[config.mk]
export PLATFORM = sky130hd
export DESIGN_NAME = png_stream_encoder_stored
export DESIGN_NICKNAME = d
export VERILOG_FILES = /design/src/rtl/pse_pkg.sv /design/src/rtl/pse_fifo.sv /design/src/rtl/pse_front.sv /design/src/rtl/pse_back.sv /design/src/rtl/png_stream_encoder_stored.sv
export SDC_FILE = /design/constraint.sdc
export NUM_CORES = 2
export LEC_CHECK = 0
export ABC_AREA = 1
export BUFFER_PORTS_ARGS = -buffer_cell sky130_fd_sc_hd__buf_2
export CORE_UTILIZATION = 60
export DETAILED_ROUTE_END_ITERATION = 7
export GPL_ROUTABILITY_DRIVEN = 0
export GPL_TIMING_DRIVEN = 0
export PLACE_DENSITY_LB_ADDON = 0.15
export REMOVE_ABC_BUFFERS = 1
export SYNTH_ARGS = -nofsm -noshare
export SYNTH_HDL_FRONTEND = slang
export SYNTH_SLANG_ARGS = --single-unit
[constraint.sdc]
create_clock -name clk -period 10.65 [get_ports clk]
set_input_delay 1.5975 -clock clk [delete_from_list [all_inputs] [get_ports clk]]
set_output_delay 1.5975 -clock clk [all_outputs]
set_load 0.02 [all_outputs]
[src/rtl/pse_pkg.sv]
// ----------------------------------------------------------------------------
// pse_pkg: shared definitions of the streaming PNG encoder
// Field widths, defaults, register indexes, queue entry and geometry types,
// and the byte-wise CRC-32 step.
// ----------------------------------------------------------------------------
package pse_pkg;

    localparam int CFG_W = 13;
    localparam int COL_W = 15;
    localparam int ROW_W = 13;
    localparam int RAW_W = 28;
    localparam int LEN_W = 32;

    localparam int DEF_MAX_WIDTH   = 4096;
    localparam int DEF_MAX_HEIGHT  = 4096;
    localparam int DEF_BLOCK_BYTES = 65535;
    localparam int DEF_QUEUE_DEPTH = 4;

    localparam logic [31:0] CRC_POLY  = 32'hEDB88320;
    localparam logic [31:0] CRC_INIT  = 32'hFFFFFFFF;
    localparam logic [16:0] ADLER_MOD = 17'd65521;

    localparam logic [1:0] REG_WIDTH  = 2'd0;
    localparam logic [1:0] REG_HEIGHT = 2'd1;
    localparam logic [1:0] REG_ALPHA  = 2'd2;

    // One classified pixel byte on its way to the back end.
    typedef struct packed {
        logic [7:0] data;
        logic       first;
        logic       col0;
        logic       last;
    } ent_t;

    // Image geometry latched at the start of a file.
    typedef struct packed {
        logic [CFG_W-1:0] w;
        logic [CFG_W-1:0] h;
        logic             alpha;
        logic [RAW_W-1:0] raw;
    } geom_t;

    function automatic logic [31:0] crc_byte(input logic [31:0] crc, input logic [7:0] b);
        logic [31:0] c;
        c = crc ^ {24'd0, b};
        for (int k = 0; k < 8; k++)
        begin
            c = c[0] ? (CRC_POLY ^ (c >> 1)) : (c >> 1);
        end
        return c;
    endfunction

endpackage

[src/rtl/pse_fifo.sv]
// ----------------------------------------------------------------------------
// pse_fifo: short register queue
// Decouples the classifying front end from the byte sequencer.
// ----------------------------------------------------------------------------
module pse_fifo #(
    parameter int WIDTH = 11,
    parameter int DEPTH = 4
) (
    input  logic             clk,
    input  logic             rst_n,
    input  logic             push,
    input  logic [WIDTH-1:0] push_data,
    output logic             full,
    input  logic             pop,
    output logic [WIDTH-1:0] pop_data,
    output logic             valid
);
    localparam int PW = (DEPTH > 1) ? $clog2(DEPTH) : 1;
    localparam int CW = $clog2(DEPTH + 1);

    logic [WIDTH-1:0] mem_reg [DEPTH];
    logic [PW-1:0]    wr_reg;
    logic [PW-1:0]    rd_reg;
    logic [CW-1:0]    cnt_reg;

    assign full     = (cnt_reg == CW'(DEPTH));
    assign valid    = (cnt_reg != '0);
    assign pop_data = mem_reg[rd_reg];

    always_ff @(posedge clk)
    begin
        if (push && !full)
        begin
            mem_reg[wr_reg] <= push_data;
        end
    end

    always_ff @(posedge clk or negedge rst_n)
    begin
        if (!rst_n)
        begin
            wr_reg  <= '0;
            rd_reg  <= '0;
            cnt_reg <= '0;
        end
        else
        begin
            if (push && !full)
            begin
                wr_reg <= (wr_reg == PW'(DEPTH - 1)) ? '0 : wr_reg + 1'b1;
            end
            if (pop && valid)
            begin
                rd_reg <= (rd_reg == PW'(DEPTH - 1)) ? '0 : rd_reg + 1'b1;
            end
            cnt_reg <= cnt_reg + CW'(push && !full) - CW'(pop && valid);
        end
    end
endmodule

[src/rtl/pse_front.sv]
// ----------------------------------------------------------------------------
// pse_front: configuration and pixel classification
// Holds the size registers, latches the geometry at the start of a file and
// tags each pixel byte as first, row start or last.
// ----------------------------------------------------------------------------
module pse_front import pse_pkg::*; #(
    parameter int MAX_WIDTH  = DEF_MAX_WIDTH,
    parameter int MAX_HEIGHT = DEF_MAX_HEIGHT
) (
    input  logic             clk,
    input  logic             rst_n,
    input  logic             cfg_write,
    input  logic [1:0]       cfg_index,
    input  logic [CFG_W-1:0] cfg_data,
    input  logic             in_valid,
    output logic             in_stall,
    input  logic [7:0]       pixel_byte,
    input  logic             q_full,
    output logic             q_push,
    output ent_t             q_data,
    output geom_t            geom
);
    typedef enum logic [1:0] {PH_SIG, PH_DATA, PH_DONE} phase_t;

    phase_t           phase_reg;
    logic [CFG_W-1:0] width_reg, height_reg;
    logic             alpha_reg;
    logic [CFG_W-1:0] lw_reg, lh_reg;
    logic             la_reg;
    logic [COL_W-1:0] rowb_reg;
    logic [RAW_W-1:0] raw_reg;
    logic [COL_W-1:0] col_reg;
    logic [ROW_W-1:0] row_reg;

    logic [CFG_W-1:0] sw, sh;
    logic [COL_W-1:0] srowb, rowb, col, col_inc;
    logic [CFG_W-1:0] h;
    logic [ROW_W-1:0] row, row_inc;
    logic [RAW_W-1:0] sraw;
    logic             first, rowend, last, acc;

    always_comb
    begin
        if (width_reg == '0)
            sw = CFG_W'(1);
        else if (32'(width_reg) > MAX_WIDTH)
            sw = CFG_W'(MAX_WIDTH);
        else
            sw = width_reg;
        if (height_reg == '0)
            sh = CFG_W'(1);
        else if (32'(height_reg) > MAX_HEIGHT)
            sh = CFG_W'(MAX_HEIGHT);
        else
            sh = height_reg;
        srowb = alpha_reg ? COL_W'({sw, 2'b00})
                          : COL_W'({sw, 1'b0}) + COL_W'(sw);
        sraw  = RAW_W'(sh) * RAW_W'(srowb + 1'b1);
        first = (phase_reg == PH_SIG);
        rowb  = first ? srowb : rowb_reg;
        h     = first ? sh : lh_reg;
        col   = first ? '0 : col_reg;
        row   = first ? '0 : row_reg;
        col_inc = col + 1'b1;
        rowend  = (col_inc >= rowb);
        row_inc = row + ROW_W'(rowend);
        last    = (row_inc >= h);
    end

    assign in_stall = (phase_reg != PH_DONE) && q_full;
    assign acc      = in_valid && !in_stall;
    assign q_push   = acc && (phase_reg != PH_DONE);
    assign q_data   = '{data: pixel_byte, first: first, col0: (col == '0), last: last};
    assign geom     = '{w: lw_reg, h: lh_reg, alpha: la_reg, raw: raw_reg};

    always_ff @(posedge clk)
    begin
        if (q_push && first)
        begin
            lw_reg   <= sw;
            lh_reg   <= sh;
            la_reg   <= alpha_reg;
            rowb_reg <= srowb;
            raw_reg  <= sraw;
        end
        if (q_push)
        begin
            col_reg <= rowend ? '0 : col_inc;
            row_reg <= row_inc;
        end
    end

    always_ff @(posedge clk or negedge rst_n)
    begin
        if (!rst_n)
        begin
            phase_reg  <= PH_SIG;
            width_reg  <= CFG_W'(1);
            height_reg <= CFG_W'(1);
            alpha_reg  <= 1'b1;
        end
        else if (cfg_write)
        begin
            unique case (cfg_index)
                REG_WIDTH:  width_reg  <= cfg_data;
                REG_HEIGHT: height_reg <= cfg_data;
                REG_ALPHA:  alpha_reg  <= cfg_data[0];
                default: ;
            endcase
            if (cfg_index inside {REG_WIDTH, REG_HEIGHT, REG_ALPHA})
            begin
                phase_reg <= PH_SIG;
            end
        end
        else if (q_push)
        begin
            phase_reg <= (rowend && last) ? PH_DONE : PH_DATA;
        end
    end
endmodule

[src/rtl/pse_back.sv]
// ----------------------------------------------------------------------------
// pse_back: byte sequencer
// Emits headers, stored block headers, filter and pixel bytes and trailers
// one byte per cycle while the output is not stalled, keeping the chunk CRC and the Adler-32 sums.
// ----------------------------------------------------------------------------
module pse_back import pse_pkg::*; #(
    parameter int BLOCK_BYTES = DEF_BLOCK_BYTES
) (
    input  logic       clk,
    input  logic       rst_n,
    input  logic       q_valid,
    input  ent_t       q_data,
    output logic       q_pop,
    input  geom_t      geom,
    output logic       out_valid,
    input  logic       out_stall,
    output logic [7:0] out_byte,
    output logic       run_last,
    output logic       file_end
);
    typedef enum logic [2:0] {S_IDLE, S_CALC, S_HEAD, S_RAW, S_TAIL} state_t;
    typedef enum logic [1:0] {CRC_KEEP, CRC_STEP, CRC_START} crc_op_t;

    localparam logic [RAW_W-1:0] BLK_R = RAW_W'(BLOCK_BYTES);
    localparam logic [16:0]      BLK_D = 17'(BLOCK_BYTES);

    // The block count is a round-up division by the block size. It is done
    // as a multiply by the scaled reciprocal, which is exact for every
    // dividend below 2^RAW_W.
    localparam int DIV_L = $clog2(BLOCK_BYTES);
    localparam int DIV_S = RAW_W + DIV_L;
    localparam int DIV_W = RAW_W + 1;
    localparam logic [RAW_W:0] DIV_M =
        DIV_W'(((64'd1 << DIV_S) + 64'(BLOCK_BYTES) - 64'd1) / 64'(BLOCK_BYTES));

    state_t           state_reg;
    ent_t             ent_reg;
    logic [6:0]       cnt_reg;
    logic [5:0]       idx_reg;
    logic             sel_reg;
    logic [31:0]      crc_reg;
    logic [15:0]      adl_reg, adh_reg;
    logic [15:0]      blk_reg;
    logic [RAW_W-1:0] rawr_reg;
    logic [RAW_W-1:0] dnum_reg, dq_reg;
    logic             ov_reg, rl_reg, fe_reg;
    logic [7:0]       ob_reg;

    logic [7:0]  byte_c, pix;
    crc_op_t     op_c;
    logic        final_c, active, go, put, out_free, load_now, data_step;
    logic [31:0] crcx, crc_new, idat;
    logic [15:0] n;
    logic [16:0] s1, s2;
    logic [15:0] adl_n, adh_n;
    logic [2*RAW_W:0] prod;

    assign crcx     = ~crc_reg;
    assign idat     = 32'(dq_reg) + 32'({dq_reg, 2'b00}) + 32'(geom.raw) + 32'd6;
    assign n        = (rawr_reg < BLK_R) ? rawr_reg[15:0] : BLK_D[15:0];
    assign pix      = sel_reg ? ent_reg.data : 8'd0;
    assign out_free = !ov_reg || !out_stall;
    assign active   = (state_reg == S_HEAD) || (state_reg == S_RAW) || (state_reg == S_TAIL);
    assign go       = active && (cnt_reg[6] || out_free);
    assign put      = go && !cnt_reg[6];
    assign data_step = go && (state_reg == S_RAW) && (blk_reg != '0);
    assign load_now = q_valid && ((state_reg == S_IDLE)
                      || (data_step && sel_reg && !ent_reg.last));
    assign q_pop    = load_now;
    assign prod     = dnum_reg * DIV_M;

    assign s1    = {1'b0, adl_reg} + {9'd0, pix};
    assign adl_n = (s1 >= ADLER_MOD) ? 16'(s1 - ADLER_MOD) : s1[15:0];
    assign s2    = {1'b0, adh_reg} + {1'b0, adl_n};
    assign adh_n = (s2 >= ADLER_MOD) ? 16'(s2 - ADLER_MOD) : s2[15:0];

    always_comb
    begin
        byte_c  = 8'd0;
        op_c    = CRC_KEEP;
        final_c = 1'b0;
        case (state_reg)
            S_HEAD:
            begin
                case (idx_reg) inside
                    6'd0:  byte_c = 8'h89;
                    6'd1:  byte_c = 8'h50;
                    6'd2:  byte_c = 8'h4E;
                    6'd3:  byte_c = 8'h47;
                    6'd4:  byte_c = 8'h0D;
                    6'd5:  byte_c = 8'h0A;
                    6'd6:  byte_c = 8'h1A;
                    6'd7:  byte_c = 8'h0A;
                    6'd11: byte_c = 8'h0D;
                    6'd12: byte_c = 8'h49;
                    6'd13: byte_c = 8'h48;
                    6'd14: byte_c = 8'h44;
                    6'd15: byte_c = 8'h52;
                    6'd18: byte_c = {3'b000, geom.w[12:8]};
                    6'd19: byte_c = geom.w[7:0];
                    6'd22: byte_c = {3'b000, geom.h[12:8]};
                    6'd23: byte_c = geom.h[7:0];
                    6'd24: byte_c = 8'h08;
                    6'd25: byte_c = geom.alpha ? 8'h06 : 8'h02;
                    6'd29: byte_c = crcx[31:24];
                    6'd30: byte_c = crcx[23:16];
                    6'd31: byte_c = crcx[15:8];
                    6'd32: byte_c = crcx[7:0];
                    6'd33: byte_c = idat[31:24];
                    6'd34: byte_c = idat[23:16];
                    6'd35: byte_c = idat[15:8];
                    6'd36: byte_c = idat[7:0];
                    6'd37: byte_c = 8'h49;
                    6'd38: byte_c = 8'h44;
                    6'd39: byte_c = 8'h41;
                    6'd40: byte_c = 8'h54;
                    6'd41: byte_c = 8'h78;
                    6'd42: byte_c = 8'h01;
                    default: byte_c = 8'h00;
                endcase
                case (idx_reg) inside
                    6'd12, 6'd37:              op_c = CRC_START;
                    [6'd13:6'd28], [6'd38:6'd42]: op_c = CRC_STEP;
                    default:                   op_c = CRC_KEEP;
                endcase
            end
            S_RAW:
            begin
                op_c = CRC_STEP;
                if (blk_reg == '0)
                begin
                    case (idx_reg)
                        6'd0:    byte_c = {7'd0, rawr_reg <= BLK_R};
                        6'd1:    byte_c = n[7:0];
                        6'd2:    byte_c = n[15:8];
                        6'd3:    byte_c = ~n[7:0];
                        default: byte_c = ~n[15:8];
                    endcase
                end
                else
                begin
                    byte_c  = pix;
                    final_c = sel_reg && !ent_reg.last;
                end
            end
            S_TAIL:
            begin
                case (idx_reg) inside
                    6'd0:  byte_c = adh_reg[15:8];
                    6'd1:  byte_c = adh_reg[7:0];
                    6'd2:  byte_c = adl_reg[15:8];
                    6'd3:  byte_c = adl_reg[7:0];
                    6'd4, 6'd16: byte_c = crcx[31:24];
                    6'd5, 6'd17: byte_c = crcx[23:16];
                    6'd6, 6'd18: byte_c = crcx[15:8];
                    6'd7, 6'd19: byte_c = crcx[7:0];
                    6'd12: byte_c = 8'h49;
                    6'd13: byte_c = 8'h45;
                    6'd14: byte_c = 8'h4E;
                    6'd15: byte_c = 8'h44;
                    default: byte_c = 8'h00;
                endcase
                case (idx_reg) inside
                    6'd12:                      op_c = CRC_START;
                    [6'd0:6'd3], [6'd13:6'd15]: op_c = CRC_STEP;
                    default:                    op_c = CRC_KEEP;
                endcase
                final_c = (idx_reg == 6'd19);
            end
            default: ;
        endcase
    end

    assign crc_new = crc_byte((op_c == CRC_START) ? CRC_INIT : crc_reg, byte_c);

    always_ff @(posedge clk or negedge rst_n)
    begin
        if (!rst_n)
        begin
            state_reg <= S_IDLE;
            cnt_reg   <= '0;
            ov_reg    <= 1'b0;
            ob_reg    <= 8'd0;
            rl_reg    <= 1'b0;
            fe_reg    <= 1'b0;
        end
        else
        begin
            if (put && out_free)
            begin
                ov_reg <= 1'b1;
                ob_reg <= byte_c;
                rl_reg <= final_c || (cnt_reg == 7'd63);
                fe_reg <= (final_c || (cnt_reg == 7'd63)) && ent_reg.last;
            end
            else if (!out_stall)
                ov_reg <= 1'b0;
            if (go && !cnt_reg[6])
                cnt_reg <= cnt_reg + 1'b1;

            unique case (state_reg)
                S_IDLE: ;
                S_CALC:
                    state_reg <= S_HEAD;
                S_HEAD:
                    if (go && idx_reg == 6'd42)
                        state_reg <= S_RAW;
                S_RAW:
                    if (data_step && sel_reg)
                        state_reg <= ent_reg.last ? S_TAIL : S_IDLE;
                S_TAIL:
                    if (go && idx_reg == 6'd19)
                        state_reg <= S_IDLE;
                default: state_reg <= S_IDLE;
            endcase

            if (load_now)
            begin
                cnt_reg   <= '0;
                state_reg <= q_data.first ? S_CALC : S_RAW;
            end
        end
    end

    always_ff @(posedge clk)
    begin
        if (go && op_c != CRC_KEEP)
            crc_reg <= crc_new;

        case (state_reg)
            S_CALC:
            begin
                dq_reg  <= RAW_W'(prod >> DIV_S);
                idx_reg <= '0;
            end
            S_HEAD:
                if (go)
                begin
                    idx_reg <= (idx_reg == 6'd42) ? '0 : idx_reg + 1'b1;
                    if (idx_reg == 6'd42)
                    begin
                        rawr_reg <= geom.raw;
                        blk_reg  <= '0;
                        adl_reg  <= 16'd1;
                        adh_reg  <= 16'd0;
                    end
                end
            S_RAW:
                if (go)
                begin
                    if (blk_reg == '0)
                    begin
                        idx_reg <= (idx_reg == 6'd4) ? '0 : idx_reg + 1'b1;
                        if (idx_reg == 6'd4)
                            blk_reg <= n;
                    end
                    else
                    begin
                        adl_reg <= adl_n;
                        adh_reg <= adh_n;
                        blk_reg <= blk_reg - 1'b1;
                        if (rawr_reg != '0)
                            rawr_reg <= rawr_reg - 1'b1;
                        sel_reg <= 1'b1;
                        idx_reg <= '0;
                    end
                end
            S_TAIL:
                if (go)
                    idx_reg <= idx_reg + 1'b1;
            default: ;
        endcase

        if (load_now)
        begin
            ent_reg  <= q_data;
            sel_reg  <= !q_data.col0;
            idx_reg  <= '0;
            dnum_reg <= geom.raw + BLK_R - 1'b1;
        end
    end

    assign out_valid = ov_reg;
    assign out_byte  = ob_reg;
    assign run_last  = rl_reg;
    assign file_end  = fe_reg;

    a_cnt_bound: assert property (@(posedge clk) disable iff (!rst_n) cnt_reg <= 7'd64)
        else $error("per-beat result count ran past its cap");
    a_fe_last: assert property (@(posedge clk) disable iff (!rst_n)
        ov_reg && fe_reg |-> rl_reg)
        else $error("file end seen without run end");
    a_raw_left: assert property (@(posedge clk) disable iff (!rst_n)
        data_step |-> rawr_reg != '0)
        else $error("data byte emitted beyond the computed stream size");
    a_blocks: assert property (@(posedge clk) disable iff (!rst_n)
        state_reg == S_HEAD |-> dq_reg != '0)
        else $error("stream announced with no stored block");
endmodule

[src/rtl/png_stream_encoder_stored.sv]
// ----------------------------------------------------------------------------
// png_stream_encoder_stored: streaming PNG writer with stored deflate blocks
// Turns RGB or RGBA channel bytes into a complete PNG byte stream.
// ----------------------------------------------------------------------------
// Feed the channel bytes of one image in row order; the block emits the whole
// PNG file, one beat per output byte: the signature, IHDR, a single IDAT chunk
// holding a zlib stream of stored blocks with a zero filter byte ahead of every
// row and an Adler-32 trailer, then IEND. The size registers are sampled when
// the first pixel byte of a file is taken; writing any register restarts the
// file, and pixel bytes after the end of a file are taken and dropped. The
// output side runs at one byte per cycle while out_stall is low, set by the
// single output register, so a pixel byte costs one output byte inside a row,
// plus the filter byte at each row start and five bytes for each stored block
// header. The first byte of a file waits for the block count (a multiply by
// the reciprocal of the block size) and 43 header bytes; the last byte adds
// 20 trailer bytes. A queue of QUEUE_DEPTH beats sits between the input
// classifier and the byte sequencer so input keeps flowing while the output
// side is stalled, until the queue fills. run_last marks the final byte
// caused by an input beat and file_end the final byte of the file.
module png_stream_encoder_stored import pse_pkg::*; #(
    parameter int MAX_WIDTH   = DEF_MAX_WIDTH,
    parameter int MAX_HEIGHT  = DEF_MAX_HEIGHT,
    parameter int BLOCK_BYTES = DEF_BLOCK_BYTES,
    parameter int QUEUE_DEPTH = DEF_QUEUE_DEPTH
) (
    input  logic             clk,
    input  logic             rst_n,
    input  logic             cfg_write,
    input  logic [1:0]       cfg_index,
    input  logic [CFG_W-1:0] cfg_data,
    input  logic             in_valid,
    output logic             in_stall,
    input  logic [7:0]       pixel_byte,
    output logic             out_valid,
    input  logic             out_stall,
    output logic [7:0]       out_byte,
    output logic             run_last,
    output logic             file_end
);
    // Classified beats travel front to back through the queue; the geometry
    // stays put for the whole file, so it is passed alongside.
    ent_t  push_ent, pop_ent;
    geom_t geom;
    logic  q_push, q_full, q_pop, q_valid;

    pse_front #(
        .MAX_WIDTH  (MAX_WIDTH),
        .MAX_HEIGHT (MAX_HEIGHT)
    ) u_front (
        .clk        (clk),
        .rst_n      (rst_n),
        .cfg_write  (cfg_write),
        .cfg_index  (cfg_index),
        .cfg_data   (cfg_data),
        .in_valid   (in_valid),
        .in_stall   (in_stall),
        .pixel_byte (pixel_byte),
        .q_full     (q_full),
        .q_push     (q_push),
        .q_data     (push_ent),
        .geom       (geom)
    );

    pse_fifo #(
        .WIDTH ($bits(ent_t)),
        .DEPTH (QUEUE_DEPTH)
    ) u_fifo (
        .clk       (clk),
        .rst_n     (rst_n),
        .push      (q_push),
        .push_data (push_ent),
        .full      (q_full),
        .pop       (q_pop),
        .pop_data  (pop_ent),
        .valid     (q_valid)
    );

    pse_back #(
        .BLOCK_BYTES (BLOCK_BYTES)
    ) u_back (
        .clk       (clk),
        .rst_n     (rst_n),
        .q_valid   (q_valid),
        .q_data    (pop_ent),
        .q_pop     (q_pop),
        .geom      (geom),
        .out_valid (out_valid),
        .out_stall (out_stall),
        .out_byte  (out_byte),
        .run_last  (run_last),
        .file_end  (file_end)
    );
endmodule
-- Yosys cells after proc, flatten, opt, wreduce, memory -nomap -nowiden
Memories as Yosys holds them, arrays and structs flattened.
Cells that the tools add are included.
- bits in registers: 320
- latch bits: 0
- bits in writable memories: 44
- memory bits (read-only): 0
- input bits: 28
- output and inout bits: 12
- logic and storage cells: 344
- memories kept: 1
- add/sub/neg operators: 21
- multiply operators: 2
- div/mod/pow operators: 0
- $lt $le $gt $ge: 15
- equal/unequal tests: 60
- shift-type cells: 0
- mux-type cells: 128
- bitwise operators: 12
- reduce and logical (&&, ||, !) cells: 73
- memory list (memory ; depth ; bits a word ; read ports ; clocked after memory_dff ; wr ports ; RTL line ; text):
    u_fifo.mem_reg ; 4 ; 11 ; 1 ; 0 ; 1 ; pse_fifo.sv:21 ; logic [WIDTH-1:0] mem_reg [DEPTH];
- operators by type and width (kind ; number):
    $mux 8 ; 45
    $mux 32 ; 8
    $mux 16 ; 14
    $mux 28 ; 5
    $not 13->14 ; 8
    $pmux 16 s2 ; 3
    $mux 13 ; 6
    $eq 6x5->1 const B ; 11
    $eq 6x6->1 const B ; 11
    $mul 28x29->57 const B ; 1
    $pmux 28 s2 ; 1
    $sub 28x1->28 const B ; 2
    $mux 15 ; 3
    $mux 6 ; 6
    $ge 17x16->1 const B ; 2
    $add 32x28->32 ; 1
    $add 32x3->32 const B ; 1
    $not 32->32 ; 1
    $pmux 8 s4 ; 1
    $sub 16x16->16 const B ; 2
    $xor 32x8->32 ; 1
    $mux 31 ; 1
    $eq 6x4->1 const B ; 5
    $add 28x16->28 const B ; 1
    other kinds (68) ; 171

-- Longest topological paths before layout
- depth in word-level cells: 52
- depth in mapped cells: 55

-- By module
A second synthesis with hierarchy kept.
- cells, all modules: 4275
- area total of the unflattened synthesis: 34296.6 µm²
- modules (own cells, without submodules) (module ; times used ; cells each ; area each (µm²) ; seq. area each (µm²)):
    pse_back ; 1 ; 2437 ; 18064.8 ; 5420.2
    pse_front ; 1 ; 1651 ; 13998.4 ; 3672.3
    pse_fifo ; 1 ; 187 ; 2233.4 ; 1496.4

-- Least setup slack after synthesis
No wires, ideal clock.
- kind: reg-to-reg
- start: register u_front.width_reg[1]
- end: register u_front.raw_reg[26] (data pin)
- library setup time: 265 ps
- arrival: 8115 ps
- required time: 10385 ps
- path slack: 2270 ps
- cell stages (with the launch flop): 49
- period minus slack after synthesis: 8380 ps
- path through: dfrtp_1 > nor4_1 > nand3_1 > nand2_2 > inv_1 > nor2_1 > ha_1 > a21oi_1 > nor2_1 > nor2_1 > nor2_1 > o21ai_0 > nand2_1 > xnor2_1 > or2_2 > o21ai_0 > inv_1 > nor2_4 > [13 not listed] > fa_1 > inv_1 > fa_1 > inv_1 > fa_1 > ha_1 > a21oi_1 > inv_1 > a31oi_1 > o221ai_1 > a21o_1 > a21oi_1 > o21ai_0 > nand3_1 > nand2_1 > a21oi_1 > o21ai_0 > xor2_1
- cells in the longest elaborated chain, start to end: 7
- ends and longest elaborated chain (what ; RTL line ; text):
    start: declaration ; pse_front.sv:26 ; logic [CFG_W-1:0] width_reg, height_reg;
    start signal: assignment ; pse_front.sv:105 ; REG_WIDTH: width_reg <= cfg_data;
    $gt 13x13->1 ; pse_front.sv:46 ; else if (32'(width_reg) > MAX_WIDTH)
    $mux 13 ; pse_front.sv:46 ;
    $mux 13 (*) ; pse_front.sv:44 ; if (width_reg == '0)
    via u_front.sw[2] ; pse_front.sv:35 ; logic [CFG_W-1:0] sw, sh;
    $add 14x13->15 (*) ; pse_front.sv:57 ; : COL_W'({sw, 1'b0}) + COL_W'(sw);
    $mux 15 (*) ; pse_front.sv:56 ; srowb = alpha_reg ? COL_W'({sw, 2'b00})
    via u_front.srowb[6] ; pse_front.sv:36 ; logic [COL_W-1:0] srowb, rowb, col, col_inc;
    $add 15x1->16 (*) ; pse_front.sv:58 ; sraw = RAW_W'(sh) * RAW_W'(srowb + 1'b1);
    $mul 13x28->28 (*) ; pse_front.sv:58 ;
    via u_front.sraw[26] ; pse_front.sv:39 ; logic [RAW_W-1:0] sraw;
    end signal: assignment ; pse_front.sv:84 ; raw_reg <= sraw;
    end: declaration ; pse_front.sv:31 ; logic [RAW_W-1:0] raw_reg;
The timed path passes the listed nets; every way through them passes the cells marked *.
A chain may end at the register's enable or synchronous reset.

-- Worst setup path after layout
- start: register u_front.width_reg[8]
- end: register u_front.raw_reg[27] (data pin)
The elaborated chain is that of the path after synthesis.

==> impl_metrics.json <==
{
  "cp.required_ns": 10.97,
  "synth_area_um2": 33300,
  "start_util_pct": 61.3,
  "final_cell_area_um2": 35700,
  "synth.avg_cell_area_um2": 8.02,
  "largest_reg_flops": 44,
  "drt_iter0_markers": 2344,
  "syn-instance-count": 4146,
  "critPathMaxStageDelay_ns": 0.53,
  "worst_skew_pair.late_latency_ns": 0.60,
  "drive_gt1_share_pct": 7.16,
  "skew_ns": 0.0406,
  "ctsHoldBuffers": 0,
  "synth_top_area_share_pct": 27.2,
  "synth_area_leaders": "edfxtp_1 (27%), ha_1 (11%), nand2_1 (10%)",
  "htreeDepth": 2,
  "wl_per_cell_um": 17.4,
  "synth_cell_types": 73,
  "cts_tree": "done",
  "antenna_found_initial": 0,
  "async_flop_share_pct": 15.7,
  "synth_common_cells": "nand2_1 (918), inv_1 (667), nor2_1 (398), ha_1 (302), edfxtp_1 (301)",
  "relSlewSlack_pct": 9.39,
  "synth_top_area_cell": "edfxtp_1",
  "fin_ws_ns": 0.717,
  "critPathCaptureType": "flop",
  "antenna_left": 0,
  "hp-class": "reg2reg",
  "synth-seq-cells": 364,
  "root_buffer": "clkbuf_16",
  "clock-sinks": 364,
  "status": "finished clean",
  "post_cts_buffers": 0,
  "tns_ns": 0,
  "core-area_um2": 54200,
  "cp_slowest_cell": "fa_1",
  "pre_cts_ws_ns": 0.790,
  "critPathLaunchType": "flop",
  "tightest_slew_ns": 1.35,
  "synth_warnings": 0,
  "clkTransAtPathRegs_ns": 0.06,
  "grt_overflow": 0,
  "io_buffer_count": 39,
  "viasPerCell": 5.68,
  "critPathArrivalTime_ns": 10.25,
  "layout.cells.non_filler": 4888,
  "dieHeight_um": 237,
  "rsz0062_at_grt": "false",
  "yosysMostFrequentCell": "nand2_1",
  "pin_count": 40,
  "crit_fanout": 9,
  "syn_to_final_growth_pct": 7.23,
  "grtUsageTotal_pct": 30.6,
  "final.period_utilization_pct": 93.3,
  "fp.dieArea_um2": 56400,
  "numCtsBuffers": 41,
  "yosysSeqAreaShare_pct": 31.8,
  "wl_um": 85200,
  "vias": 27757,
  "grt_max_degree": 58,
  "setup_viol": 0,
  "synth_edf_count": 301,
  "crit_type": "reg2reg",
  "hold_viol_final": 0,
  "dp_cells": 4814,
  "maxSlewViolCount": 0,
  "period_minus_slack_ns": 9.93,
  "row_count": 85,
  "grt_pass1_vias": 26243,
  "clockBufferDepth": 3,
  "place_area_um2": 34200,
  "cts.repair.resized": 0,
  "fin_nets": 4653,
  "drc": 0,
  "num_antenna_cells": 0,
  "grt_pass1_wl_um": 137000,
  "fmax_mhz": 101,
  "cap_viol_max_count": 0,
  "firstDrtPassIters": 6,
  "ys.flop_type": "edfxtp_1",
  "die_x_um": 237,
  "dp_hpwl_um": 67000
}
-- per-layer routing --
metal / track usage [%] / part of all wire, % / vias up
li1: - / - / 13549
met5: 0 / 0 / -
met2: 49.4 / 46 / 1088
met4: 10.8 / 3.6 / 0
met3: 3.70 / 7.7 / 184
met1: 42.7 / 43 / 12936
-- stage by stage --
| stage | hold slack, ns | utilization [%] |
|---|---|---|
| 2_1_floorplan | 0.453 | - |
| 3_5_place_dp | 0.464 | 63.0 |
| 6_report | 0.474 | 65.7 |
| 5_1_grt | 0.503 | 65.7 |
| 4_1_cts | 0.478 | 65.7 |
| 3_3_place_gp | 0.457 | 62.6 |
-- logic make-up after synthesis --
| family | count (synthesis) | synth area share [%] |
|---|---|---|
| AND/OR/NAND/NOR | 1794 | 23.5 |
| AO/OA/AOI/OAI | 554 | 9.54 |
| adder cells (fa/ha/maj) | 463 | 21.1 |
| XOR/XNOR | 180 | 4.79 |
| multiplexers | 5 | 0.151 |
| buffers and inverters | 786 | 9.12 |
| flip-flops | 364 | 31.8 |
-- layout by cell type (no fill, tap or decap), types with 7 or more instances in the layout --
master,netlist,routed
xor2_1,138,138
nor3_1,63,61
nor2_4,10,15
clkinv_2,0,7
xnor2_1,40,40
o21ai_0,209,209
inv_1,667,665
nand2_2,48,48
o22ai_1,22,22
a21oi_1,182,182
dfrtp_1,54,54
o211ai_1,17,17
ha_1,302,302
clkbuf_16,0,43
inv_2,23,25
edfxtp_1,301,301
nor2_1,398,389
o21ai_1,20,19
clkinv_1,14,14
a21o_1,10,10
buf_2,11,38
nand2_1,918,918
nand2_4,15,15
a31oi_1,15,15
fa_1,161,161
nand4_1,41,41
nor2_2,13,17
or2_2,25,25
o21bai_1,14,14
nor4_1,18,18
clkbuf_1,51,10
nand3_1,211,211
o221ai_1,16,16
-- final timing paths --
check	from	endpoint	slack [ns]	cells after the start
min reg2reg	u_back.out_byte[2]	u_back.out_byte[2]	0.47	2
min	u_back.out_byte[2]	u_back.out_byte[2]	0.47	2
max reg2reg	u_front.width_reg[8]	u_front.raw_reg[27]	0.72	41
max	u_front.width_reg[8]	u_front.raw_reg[27]	0.72	41
max in group asynchronous	rst_n	u_back.state_reg[1]	9.02	1
min in group asynchronous	rst_n	u_fifo.wr_reg[0]	1.07	1
-- critical path, delay by kind of cell, from the launching register on --
| family | cells | cell delay (ns) |
|---|---|---|
| fa+ha+maj | 7 | 2.99 |
| xor+xnor | 2 | 0.37 |
| compound gates | 13 | 2.65 |
| simple gates | 14 | 2.60 |
| flops | 1 | 0.41 |
| buf+inv | 5 | 0.66 |
-- layout make-up --
class / instances / area, um^2
Tap cell: 696 / 871
Clock inverter: 18 / 300
Sequential cell: 364 / 10600
Inverter: 709 / 2680
Fill cell: 4687 / 18600
Multi-Input combinational cell: 2996 / 19700
Timing Repair Buffer: 50 / 374
Clock buffer: 55 / 1140
Power is not shown: default switching activity piles up to over one toggle a cycle in this logic, so the estimate is an artifact.
